**src/rtl/ifdyu_pkg.sv**
```systemverilog
`default_nettype none
// ----------------------------------------------------------------------------
// IMU frame decoder package
// Frame geometry, scaling constants and the decoded frame record shared by the
// capture stage, the yaw unwrap stage and the top level.
// ----------------------------------------------------------------------------
package ifdyu_pkg;

  localparam int FRAME_LEN  = 40;
  localparam int BUF_LEN    = 128;
  localparam int KEEP_FIRST = 16;
  localparam int KEEP_COUNT = 20;
  localparam int KEEP_IDX_W = $clog2(KEEP_COUNT);
  localparam int LEN_W      = 8;

  // Byte offsets of the little-endian words inside the kept window.
  localparam int OFS_GYRO_ROLL  = 16 - KEEP_FIRST;
  localparam int OFS_GYRO_PITCH = 18 - KEEP_FIRST;
  localparam int OFS_GYRO_YAW   = 20 - KEEP_FIRST;
  localparam int OFS_PITCH      = 30 - KEEP_FIRST;
  localparam int OFS_ROLL       = 32 - KEEP_FIRST;
  localparam int OFS_YAW        = 34 - KEEP_FIRST;

  localparam logic KIND_BYTE = 1'b0;
  localparam logic KIND_IDLE = 1'b1;

  localparam int YAW_WRAP_THRESH   = 3000;
  localparam int TURN_DECIDEG      = 3600;
  localparam int VISION_PITCH_BIAS = 9000;
  localparam int VISION_YAW_BIAS   = 1800;
  localparam int DIV10_RECIP       = 52429;
  localparam int DIV10_SHIFT       = 19;

  localparam int VP_W   = 14;
  localparam int CONT_W = 28;

  typedef struct packed {
    logic signed [15:0]     gyro_roll;
    logic signed [15:0]     gyro_pitch;
    logic signed [15:0]     gyro_yaw;
    logic signed [15:0]     pitch;
    logic signed [15:0]     roll;
    logic signed [15:0]     yaw;
    logic signed [VP_W-1:0] vision_pitch;
  } frame_t;

endpackage
`default_nettype wire

```
**src/rtl/ifdyu_frame_capture.sv**
```systemverilog
`default_nettype none
// ----------------------------------------------------------------------------
// IMU frame capture
// Counts the bytes of each burst, keeps the window of bytes that carry the
// words, and on line idle registers a decoded frame when the length is right.
// ----------------------------------------------------------------------------
module ifdyu_frame_capture (
  input  wire logic           clk,
  input  wire logic           rst,
  input  wire logic           accept,
  input  wire logic           kind,
  input  wire logic [7:0]     byte_value,
  input  wire logic           advance,
  output logic                frame_valid,
  output ifdyu_pkg::frame_t   frame
);
  import ifdyu_pkg::*;

  logic [LEN_W-1:0]      burst_length;
  logic [7:0]            frame_bytes [KEEP_COUNT];
  logic [LEN_W-1:0]      keep_ofs;
  logic                  in_window;
  logic                  take;
  frame_t                frame_next;
  logic signed [16:0]    vp_diff;
  logic                  vp_neg;
  logic [15:0]           vp_mag;
  logic [31:0]           vp_prod;
  logic [VP_W-2:0]       vp_quot;

  assign keep_ofs  = burst_length - LEN_W'(KEEP_FIRST);
  assign in_window = (burst_length >= LEN_W'(KEEP_FIRST)) &&
                     (burst_length < LEN_W'(KEEP_FIRST + KEEP_COUNT));
  assign take      = accept && (kind == KIND_IDLE) && (burst_length == LEN_W'(FRAME_LEN));

  always_comb begin
    frame_next.gyro_roll  = {frame_bytes[OFS_GYRO_ROLL + 1], frame_bytes[OFS_GYRO_ROLL]};
    frame_next.gyro_pitch = {frame_bytes[OFS_GYRO_PITCH + 1], frame_bytes[OFS_GYRO_PITCH]};
    frame_next.gyro_yaw   = {frame_bytes[OFS_GYRO_YAW + 1], frame_bytes[OFS_GYRO_YAW]};
    frame_next.pitch      = {frame_bytes[OFS_PITCH + 1], frame_bytes[OFS_PITCH]};
    frame_next.roll       = {frame_bytes[OFS_ROLL + 1], frame_bytes[OFS_ROLL]};
    frame_next.yaw        = {frame_bytes[OFS_YAW + 1], frame_bytes[OFS_YAW]};
    // Division by ten through the reciprocal, on the magnitude so that the
    // quotient truncates towards zero.
    vp_diff = 17'(VISION_PITCH_BIAS) - {frame_next.pitch[15], frame_next.pitch};
    vp_neg  = vp_diff[16];
    vp_mag  = vp_neg ? 16'(-vp_diff) : vp_diff[15:0];
    vp_prod = vp_mag * 32'(DIV10_RECIP);
    vp_quot = vp_prod[DIV10_SHIFT +: VP_W-1];
    frame_next.vision_pitch = vp_neg ? -$signed({1'b0, vp_quot}) : $signed({1'b0, vp_quot});
  end

  always_ff @(posedge clk) begin
    if (rst) begin
      burst_length <= '0;
      frame_valid  <= 1'b0;
    end else begin
      if (accept) begin
        if (kind == KIND_BYTE) begin
          if (burst_length < LEN_W'(BUF_LEN)) begin
            burst_length <= burst_length + 1'b1;
          end
        end else begin
          burst_length <= '0;
        end
      end
      if (take) begin
        frame_valid <= 1'b1;
      end else if (advance) begin
        frame_valid <= 1'b0;
      end
    end
  end

  always_ff @(posedge clk) begin
    if (accept && (kind == KIND_BYTE) && in_window) begin
      frame_bytes[keep_ofs[KEEP_IDX_W-1:0]] <= byte_value;
    end
    if (take) begin
      frame <= frame_next;
    end
  end

endmodule
`default_nettype wire

```
**src/rtl/ifdyu_yaw_unwrap.sv**
```systemverilog
`default_nettype none
// ----------------------------------------------------------------------------
// IMU yaw unwrap and result register
// Tracks full yaw turns against the previous frame and registers the result
// fields, holding them while the output is stalled.
// ----------------------------------------------------------------------------
module ifdyu_yaw_unwrap (
  input  wire logic                             clk,
  input  wire logic                             rst,
  input  wire logic                             frame_valid,
  input  wire ifdyu_pkg::frame_t                frame,
  output logic                                  ready,
  output logic                                  out_valid,
  input  wire logic                             out_stall,
  output logic signed [15:0]                    gyro_roll,
  output logic signed [15:0]                    gyro_pitch,
  output logic signed [15:0]                    gyro_yaw,
  output logic signed [15:0]                    pitch_centideg,
  output logic signed [15:0]                    roll_centideg,
  output logic signed [15:0]                    yaw_decideg,
  output logic signed [ifdyu_pkg::CONT_W-1:0]   continuous_yaw_decideg,
  output logic signed [15:0]                    turn_count,
  output logic signed [ifdyu_pkg::VP_W-1:0]     vision_pitch,
  output logic signed [15:0]                    vision_yaw
);
  import ifdyu_pkg::*;

  logic signed [15:0]       previous_yaw;
  logic signed [15:0]       turns;
  logic signed [15:0]       turns_next;
  logic signed [16:0]       yaw_delta;
  logic                     step_down;
  logic                     step_up;
  logic signed [CONT_W-1:0] turns_scaled;
  logic                     load;

  assign ready = !out_valid || !out_stall;
  assign load  = frame_valid && ready;

  always_comb begin
    yaw_delta = {frame.yaw[15], frame.yaw} - {previous_yaw[15], previous_yaw};
    step_down = (yaw_delta > 17'sd3000) && (turns != 16'sh8000);
    step_up   = (yaw_delta < -17'sd3000) && (turns != 16'sh7fff);
    turns_next = turns;
    if (step_down) begin
      turns_next = turns - 16'sd1;
    end else if (step_up) begin
      turns_next = turns + 16'sd1;
    end
    turns_scaled = $signed({{(CONT_W-16){turns_next[15]}}, turns_next}) *
                   $signed(CONT_W'(TURN_DECIDEG));
  end

  always_ff @(posedge clk) begin
    if (rst) begin
      out_valid    <= 1'b0;
      previous_yaw <= '0;
      turns        <= '0;
    end else begin
      if (load) begin
        out_valid    <= 1'b1;
        previous_yaw <= frame.yaw;
        turns        <= turns_next;
      end else if (!out_stall) begin
        out_valid <= 1'b0;
      end
    end
  end

  always_ff @(posedge clk) begin
    if (load) begin
      gyro_roll              <= frame.gyro_roll;
      gyro_pitch             <= frame.gyro_pitch;
      gyro_yaw               <= frame.gyro_yaw;
      pitch_centideg         <= frame.pitch;
      roll_centideg          <= frame.roll;
      yaw_decideg            <= frame.yaw;
      continuous_yaw_decideg <= $signed({{(CONT_W-16){frame.yaw[15]}}, frame.yaw}) +
                                turns_scaled;
      turn_count             <= turns_next;
      vision_pitch           <= frame.vision_pitch;
      vision_yaw             <= 16'(VISION_YAW_BIAS) - frame.yaw;
    end
  end

endmodule
`default_nettype wire

```
**src/rtl/imu_frame_decode_yaw_unwrap_core.sv**
```systemverilog
`default_nettype none
// ----------------------------------------------------------------------------
// IMU frame decoder with yaw unwrap
// Takes one request per cycle, either a received byte or a line idle event,
// and gives one result for each idle that closes a burst of exactly the
// frame length. A result passes first through the capture register, which
// loads at the edge that takes its idle request, and then through the result
// register, which loads when it is empty or its output is not stalled.
// Requests are taken every cycle unless both registers hold frames and the
// output is stalled, in which case the input stalls too.
// ----------------------------------------------------------------------------
module imu_frame_decode_yaw_unwrap_core (
  input  wire logic                             clk,
  input  wire logic                             rst,
  input  wire logic                             in_valid,
  output logic                                  in_stall,
  input  wire logic                             kind,
  input  wire logic [7:0]                       byte_value,
  output logic                                  out_valid,
  input  wire logic                             out_stall,
  output logic signed [15:0]                    gyro_roll,
  output logic signed [15:0]                    gyro_pitch,
  output logic signed [15:0]                    gyro_yaw,
  output logic signed [15:0]                    pitch_centideg,
  output logic signed [15:0]                    roll_centideg,
  output logic signed [15:0]                    yaw_decideg,
  output logic signed [ifdyu_pkg::CONT_W-1:0]   continuous_yaw_decideg,
  output logic signed [15:0]                    turn_count,
  output logic signed [ifdyu_pkg::VP_W-1:0]     vision_pitch,
  output logic signed [15:0]                    vision_yaw
);
  import ifdyu_pkg::*;

  logic   frame_valid;
  frame_t frame;
  logic   ready;
  logic   accept;
  logic   advance;

  assign in_stall = frame_valid && !ready;
  assign accept   = in_valid && !in_stall;
  assign advance  = frame_valid && ready;

  ifdyu_frame_capture u_capture (
    .clk         (clk),
    .rst         (rst),
    .accept      (accept),
    .kind        (kind),
    .byte_value  (byte_value),
    .advance     (advance),
    .frame_valid (frame_valid),
    .frame       (frame)
  );

  ifdyu_yaw_unwrap u_unwrap (
    .clk                    (clk),
    .rst                    (rst),
    .frame_valid            (frame_valid),
    .frame                  (frame),
    .ready                  (ready),
    .out_valid              (out_valid),
    .out_stall              (out_stall),
    .gyro_roll              (gyro_roll),
    .gyro_pitch             (gyro_pitch),
    .gyro_yaw               (gyro_yaw),
    .pitch_centideg         (pitch_centideg),
    .roll_centideg          (roll_centideg),
    .yaw_decideg            (yaw_decideg),
    .continuous_yaw_decideg (continuous_yaw_decideg),
    .turn_count             (turn_count),
    .vision_pitch           (vision_pitch),
    .vision_yaw             (vision_yaw)
  );

endmodule
`default_nettype wire
```
**config.mk**
```make
export PLATFORM = sky130hd
export DESIGN_NAME = imu_frame_decode_yaw_unwrap_core
export DESIGN_NICKNAME = d
export VERILOG_FILES = /design/src/rtl/ifdyu_pkg.sv /design/src/rtl/ifdyu_frame_capture.sv /design/src/rtl/ifdyu_yaw_unwrap.sv /design/src/rtl/imu_frame_decode_yaw_unwrap_core.sv
export SDC_FILE = /design/constraint.sdc
export NUM_CORES = 1
export LEC_CHECK = 0
export BUFFER_PORTS_ARGS = -buffer_cell sky130_fd_sc_hd__buf_2
export CAP_MARGIN = 20
export CORE_MARGIN = 1
export CORE_UTILIZATION = 50
export CTS_BUF_LIST = sky130_fd_sc_hd__clkbuf_8 sky130_fd_sc_hd__clkbuf_16
export CTS_CLUSTER_SIZE = 30
export DETAILED_ROUTE_END_ITERATION = 12
export PLACE_DENSITY_LB_ADDON = 0.2
export SYNTH_ARGS = -nofsm -noshare
export SYNTH_HDL_FRONTEND = slang
export SYNTH_SLANG_ARGS = --single-unit
```
**constraint.sdc**
```tcl
create_clock -name clk -period 17.1 [get_ports clk]
set_input_delay 3.42 -clock clk [delete_from_list [all_inputs] [get_ports clk]]
set_output_delay 3.42 -clock clk [all_outputs]
set_load 0.005 [all_outputs]
```
==> results of run 1 <==
-- critical path, delay by kind of cell, from the launching register on --
| kind | cells | cell delay, ns |
|---|---|---|
| AO/OA/AOI/OAI | 15 | 3.91 |
| adder cells (fa/ha/maj) | 7 | 3.12 |
| AND/OR/NAND/NOR | 8 | 2.13 |
| flip-flops | 1 | 0.57 |
| XOR/XNOR | 3 | 0.42 |
-- Yosys cell counts (5+ instances only) --
| master | instances | area [um2] |
|---|---|---|
| a2111oi_0 | 6 | 52.55 |
| a211oi_1 | 9 | 67.56 |
| a21o_1 | 45 | 337.8 |
| a21oi_1 | 110 | 550.5 |
| a311oi_1 | 6 | 52.55 |
| a31oi_1 | 12 | 75.07 |
| and2_1 | 15 | 93.84 |
| and3_1 | 13 | 81.33 |
| buf_4 | 5 | 37.54 |
| clkbuf_1 | 27 | 101.4 |
| dfxtp_1 | 42 | 840.8 |
| edfxtp_1 | 371 | 11140 |
| fa_1 | 107 | 2142 |
| ha_1 | 238 | 2978 |
| inv_1 | 201 | 754.5 |
| mux2i_1 | 6 | 60.06 |
| nand2_1 | 121 | 454.2 |
| nand2b_1 | 18 | 112.6 |
| nand3_1 | 24 | 120.1 |
| nand4_1 | 11 | 68.82 |
| nor2_1 | 74 | 277.8 |
| nor2b_1 | 21 | 131.4 |
| nor3_1 | 30 | 150.1 |
| nor3b_1 | 10 | 75.07 |
| nor4_1 | 7 | 43.79 |
| o211ai_1 | 7 | 52.55 |
| o21a_1 | 8 | 60.06 |
| o21ai_0 | 46 | 230.2 |
| o21ai_1 | 5 | 25.02 |
| o21bai_1 | 15 | 112.6 |
| o31ai_1 | 5 | 37.54 |
| or3_1 | 10 | 62.56 |
| or4_1 | 9 | 67.56 |
| xnor2_1 | 88 | 770.7 |
| xor2_1 | 54 | 473.0 |
-- routing by layer --
layer | wire (um) | part of all wire, % | vias up | GRT usage, %
li1 | - | - | 7058 | -
met1 | 22950 | 45 | 7133 | 28.93
met2 | 24900 | 48 | 372 | 37.14
met3 | 2213 | 4.3 | 60 | 2.703
met4 | 1284 | 2.5 | 0 | 5.926
met5 | 0 | 0 | - | 0
-- power groups by stage --
stage	Combinational (mW)	Clock, mW	Sequential (mW)
final	0.0119	0.825	1.09
after global routing	0.0128	0.885	1.09
after CTS	0.0120	0.847	1.09
after detailed placement	0.0119	0	1.11
after global placement	0.0116	0	1.11
after floorplan	0.00333	0	1.11
-- through the flow --
step | hold slack [ns] | worst slack [ns]
global placement | 0.4011 | 6.766
finish | 0.3895 | 6.681
floorplan | 0.4003 | 1.807
detailed placement | 0.4045 | 6.463
global route | 0.3960 | 5.937
CTS | 0.3905 | 6.385
-- sequential cells by signal, summed over array words and instances (netlist names) --
signal                           cells
u_capture.frame                    110
u_capture.frame_bytes               96
u_unwrap.continuous_yaw_decideg     27
u_unwrap.gyro_pitch                 16
u_unwrap.gyro_roll                  16
u_unwrap.gyro_yaw                   16
u_unwrap.pitch_centideg             16
u_unwrap.previous_yaw               16
u_unwrap.roll_centideg              16
u_unwrap.turn_count                 16
u_unwrap.turns                      16
u_unwrap.vision_yaw                 16
u_unwrap.vision_pitch               14
u_unwrap.yaw_decideg                12
u_capture.burst_length               8
u_capture.frame_valid                1
u_unwrap.out_valid                   1
-- final timing paths --
| kind | endpoint | cells past startpoint |
|---|---|---|
| hold / removal | u_capture.frame[25] | 0 |
| hold reg to reg | u_capture.frame[25] | 0 |
| setup / recovery | u_capture.frame[11] | 33 |
| setup reg to reg | u_capture.frame[11] | 33 |
-- cell type report --
type	instances	area share, %
clock buffer	43	3.946
inverter	201	2.875
tap	607	2.875
sequential	413	45.36
multi-input combinational	1205	40.11
clock inverter	30	0.8289
timing repair buffer	197	4.012
-- logic make-up (layout without fill, tap and decap cells) --
family / Yosys count / after routing / share of synthesized area (%)
AND/OR/NAND/NOR: 383 / 383 / 8.104
adder cells (fa/ha/maj): 346 / 346 / 21.83
AO/OA/AOI/OAI: 326 / 326 / 9.434
multiplexers: 7 / 7 / 0.3035
buffers and inverters: 239 / 471 / 3.983
XOR/XNOR: 143 / 143 / 5.362
flip-flops: 413 / 413 / 50.98
-- cell usage in the layout (no fill, tap or decap), types with 24 or more instances in the layout --
cell       count
nand2_1      121
nor3_1        30
xor2_1        54
clkbuf_16     40
a21o_1        45
o21ai_0       46
edfxtp_1     371
xnor2_1       88
inv_1        205
ha_1         238
nand3_1       24
fa_1         107
nor2_1        74
dfxtp_1       42
buf_2        185
a21oi_1      110
==> impl_metrics.toml, run 1 <==
[status]
status = "finished, final reports clean"

[pwr]
power.internal_mw = 1.537
p_sw_share_pct = 20.10
leakage_nw = 10.67
clockPowerShare_pct = 42.9
vdd_ir_drop_max_v = 0.0001023
power_mw = 1.924
combPwrFrac_pct = 0.6
seq_power_share_pct = 56.5
switchingPower_mw = 0.3868
powerDensity_nw_per_um2 = 72.84

[floorplanning]
std_cell_rows = 79
initial_core_util_pct = 50.58
die_y_um = 218.8
ios = 185
die_area_um2 = 47870
placeableCoreArea_um2 = 46460
die_w_um = 218.8

[clock_tree]
postCtsSetupRepairBufs = 0
postCtsHoldBufs = 0
clk_pin_slew_ns = 0.06
root_buffer = "clkbuf_16"
clkSinkCount = 413
cts_buffers = 40
htreeDepth = 2
clkLatencyLatePin_ns = 0.58
post_cts_resize_count = 0
cts_buffer_depth = 3
cts_tree = "done"

[logic_synthesis]
synthCells = 1857
yosysWarnings = 0
seq_area_frac_synth_pct = 50.98
synth.ff_latch_count = 413
synth_flop_cell = "edfxtp_1"
synth_edf_count = 371
syn-cell-area_um2 = 23500
async_flop_share_pct = 0
ys_types = 84
synth_area_per_cell_um2 = 12.65
syn_nets = 2215

[detailed_routing]
wl_per_cell_um = 19.04
drt_iter0_drc = 1015
vias_per_cell = 5.424
drt_pass1_iterations = 5
drcViolationCount = 0
ant_nets = 0
vias = 14623
drt_wl_total_um = 51340

[sta]
max_freq_mhz = 95.98
rsz0062_at_grt = "no"
hold_viol = 0
setup-tns-final_ns = 0
worst_slew_pin_slew_ns = 0.8991
finalSetupViolCount = 0
slew_viol_final = 0
finalCritPeriodShare_pct = 60.93
timing.final.crit_period_ns = 10.42
fin_skew_ns = 0.02814
max-slew-margin-rel_pct = 39.63

[cells_and_area]
num_antenna_cells = 0
final_util_pct = 56.86
seqCellArea_um2 = 11980
area_delta_synth_final_pct = 12.41
layout-drive-gt1-share_pct = 13.60
multi_input_area_um2 = 10590
fin_nets = 2416
fin_cells = 2696
fin_area_um2 = 26420
fillCellCount = 3851

[global_route]
overflow = 0
grt_pass1_vias = 14438
grtUsageTotal_pct = 21.65
antenna_found_initial = 0
grt_max_degree = 125
grt_pass1_wl_um = 79410

[setup_path]
crit_type = "register to register"
worst-endpoint-required_ns = 17.40
end_kind = "register"
start_kind = "register"
reg2reg_slack_ns = 6.68
critPathMaxStageDelay_ns = 0.72
crit_path_top_delay_cell = "nor3_1"
rr_startpoint = "u_capture.frame_bytes[14][0]"
setup.worst_path.start = "u_capture.frame_bytes[14][0]"
cp_max_fo = 11
cp.arrival_ns = 10.72
crit_top_cell = "fa_1"

[place]
port_buffers = 184
dp_hpwl_um = 38650
place_congestion = 0.9067
dp.cells = 2619
place_area_um2 = 25080

[min_path]
hp-class = "register to register"
min_from = "u_capture.frame_bytes[19][3]"

[job]
cap_viol_max_count = 0
(Power assumes the default switching activity.)
==> run 2, diff against run 1 <==
==> constraint.sdc (replaced) <==
create_clock -name clk -period 9.6 [get_ports clk]
set_input_delay 1.92 -clock clk [delete_from_list [all_inputs] [get_ports clk]]
set_output_delay 1.92 -clock clk [all_outputs]
set_load 0.005 [all_outputs]
==> impl_metrics.toml, run 2 (synthesis gave the netlist of run 1 again) <==
[pwr]
leakage_nw = 10.96
power.internal_mw = 2.894
combPwrFrac_pct = 0.6
clockPowerShare_pct = 45.7
powerDensity_nw_per_um2 = 134.0
seq_power_share_pct = 53.7
vdd_ir_drop_max_v = 0.0001287
power_mw = 3.606
p_sw_share_pct = 19.74
switchingPower_mw = 0.7118

[sta]
finalSetupViolCount = 0
max_freq_mhz = 110.0
hold_viol = 0
worst_slew_pin_slew_ns = 0.9744
fin_skew_ns = 0.04383
max-slew-margin-rel_pct = 34.19
setup-tns-final_ns = 0
slew_viol_final = 0
timing.final.crit_period_ns = 9.088
whs_ns = 0.4068
finalCritPeriodShare_pct = 94.67

[detailed_routing]
wl_per_cell_um = 19.16
drt_iter0_drc = 1055
ant_nets = 0
drt_pass1_iterations = 5
vias = 14894
drcViolationCount = 0
drt_wl_total_um = 52360
vias_per_cell = 5.450

[global_route]
grtUsageTotal_pct = 22.26
grt_pass1_vias = 14813
antenna_found_initial = 1
overflow = 0
grt_max_degree = 131
grt_pass1_wl_um = 81460

[setup_path]
cp_max_fo = 4
cp.arrival_ns = 9.37
crit_type = "register to register"
start_kind = "register"
crit_path_top_delay_cell = "fa_1"
worst-endpoint-required_ns = 9.89
critPathMaxStageDelay_ns = 0.50
reg2regPathDepth = 36
end_kind = "register"

[cells_and_area]
fillCellCount = 3772
num_antenna_cells = 0
final_util_pct = 57.94
most-common-layout-cells = "edfxtp_1 (371), ha_1 (236), inv_1 (209)"
area_delta_synth_final_pct = 14.55
fin_nets = 2451
layout-drive-gt1-share_pct = 16.23
top_register = "u_capture.frame"
final_common_cell = "edfxtp_1"
largest_reg_flops = 110

[floorplanning]
initial_core_util_pct = 50.58
placeableCoreArea_um2 = 46460
die_y_um = 218.8
std_cell_rows = 79
die_area_um2 = 47870
die_w_um = 218.8
ios = 185

[clock_tree]
cts_buffer_depth = 3
cts_buffers = 42
postCtsHoldBufs = 0
clkSinkCount = 413
clk_pin_slew_ns = 0.06
htreeDepth = 2
cts_tree = "done"
clkLatencyLatePin_ns = 0.59
root_buffer = "clkbuf_16"

[min_path]
hp-class = "register to register"
hold_path_depth = 0

[place]
dp_hpwl_um = 39110
port_buffers = 184
place_congestion = 0.9732

[job]
cap_viol_max_count = 0

[status]
status = "finished, final reports clean"
## run 2: cell count changes in the layout (fill, tap and decap cells not counted), sizes merged
cell / before / now
bufinv: 0 / 5
clkinvlp: 6 / 1
clkinv: 18 / 16
buf: 197 / 230
inv: 207 / 213
## run 2: final cells by class
type	instances	area [um2]	share of cell area (%)
inverters	201	762.0	2.831
repair buffers	230	1264	4.695
multi-input cells	1205	10760	39.96
clock buffers	43	1076	3.997
well taps	607	759.5	2.821
clock inverters	34	319.1	1.185
flip-flops and latches	413	11980	44.51
## run 2: repair_timing
item	CTS	global route
hold endpoints to repair	0	0
setup buffers	0	8
setup endpoints to repair	1	11
resized for setup	1	31
pin swaps	0	5
## run 2: per-stage QoR
| stage | worst slack [ns] | cells | instance area [um2] |
|---|---|---|---|
| after global placement | 0.06554 | 2647 | 25300 |
| after CTS | 0.03778 | 2725 | 26710 |
| after global routing | -0.007495 | 2733 | 26920 |
| final | 0.5120 | 2733 | 26920 |
| after floorplan | 0.4254 | 1857 | 23510 |
| after detailed placement | -0.02987 | 2648 | 25300 |
## run 2: worst max-delay path, delay by kind of cell, from the launching register on
kind,cells,cell delay (ns)
fa+ha+maj,8,3.15
compound gates,11,2.61
simple gates,8,1.43
xor+xnor,4,0.76
buf+inv,5,0.45
flops,1,0.42
## run 2: layer usage
layer,track usage [%],wire length (um),vias to the layer above
li1,-,-,7123
met2,36.86,24880,381
met5,0,0,-
met1,29.23,22770,7282
met4,9.398,2210,0
met3,3.326,2501,108
## run 2: worst paths after layout
kind,start,to,slack [ns]
setup / recovery,u_capture.frame_bytes[14][1],u_capture.frame[11],0.51
hold / removal,u_capture.frame_bytes[18][4],u_capture.frame[18],0.41
setup reg to reg,u_capture.frame_bytes[14][1],u_capture.frame[11],0.51
hold reg to reg,u_capture.frame_bytes[18][4],u_capture.frame[18],0.41
## run 2: power by group through the flow
| stage | clock network (mW) | logic (mW) | registers [mW] |
|---|---|---|---|
| 6_report | 1.65 | 0.0220 | 1.94 |
| 5_1_grt | 1.75 | 0.0235 | 1.94 |
| 4_1_cts | 1.68 | 0.0222 | 1.94 |
| 3_5_place_dp | 0 | 0.0218 | 1.97 |
| 3_3_place_gp | 0 | 0.0217 | 1.97 |
| 2_1_floorplan | 0 | 0.00601 | 1.97 |
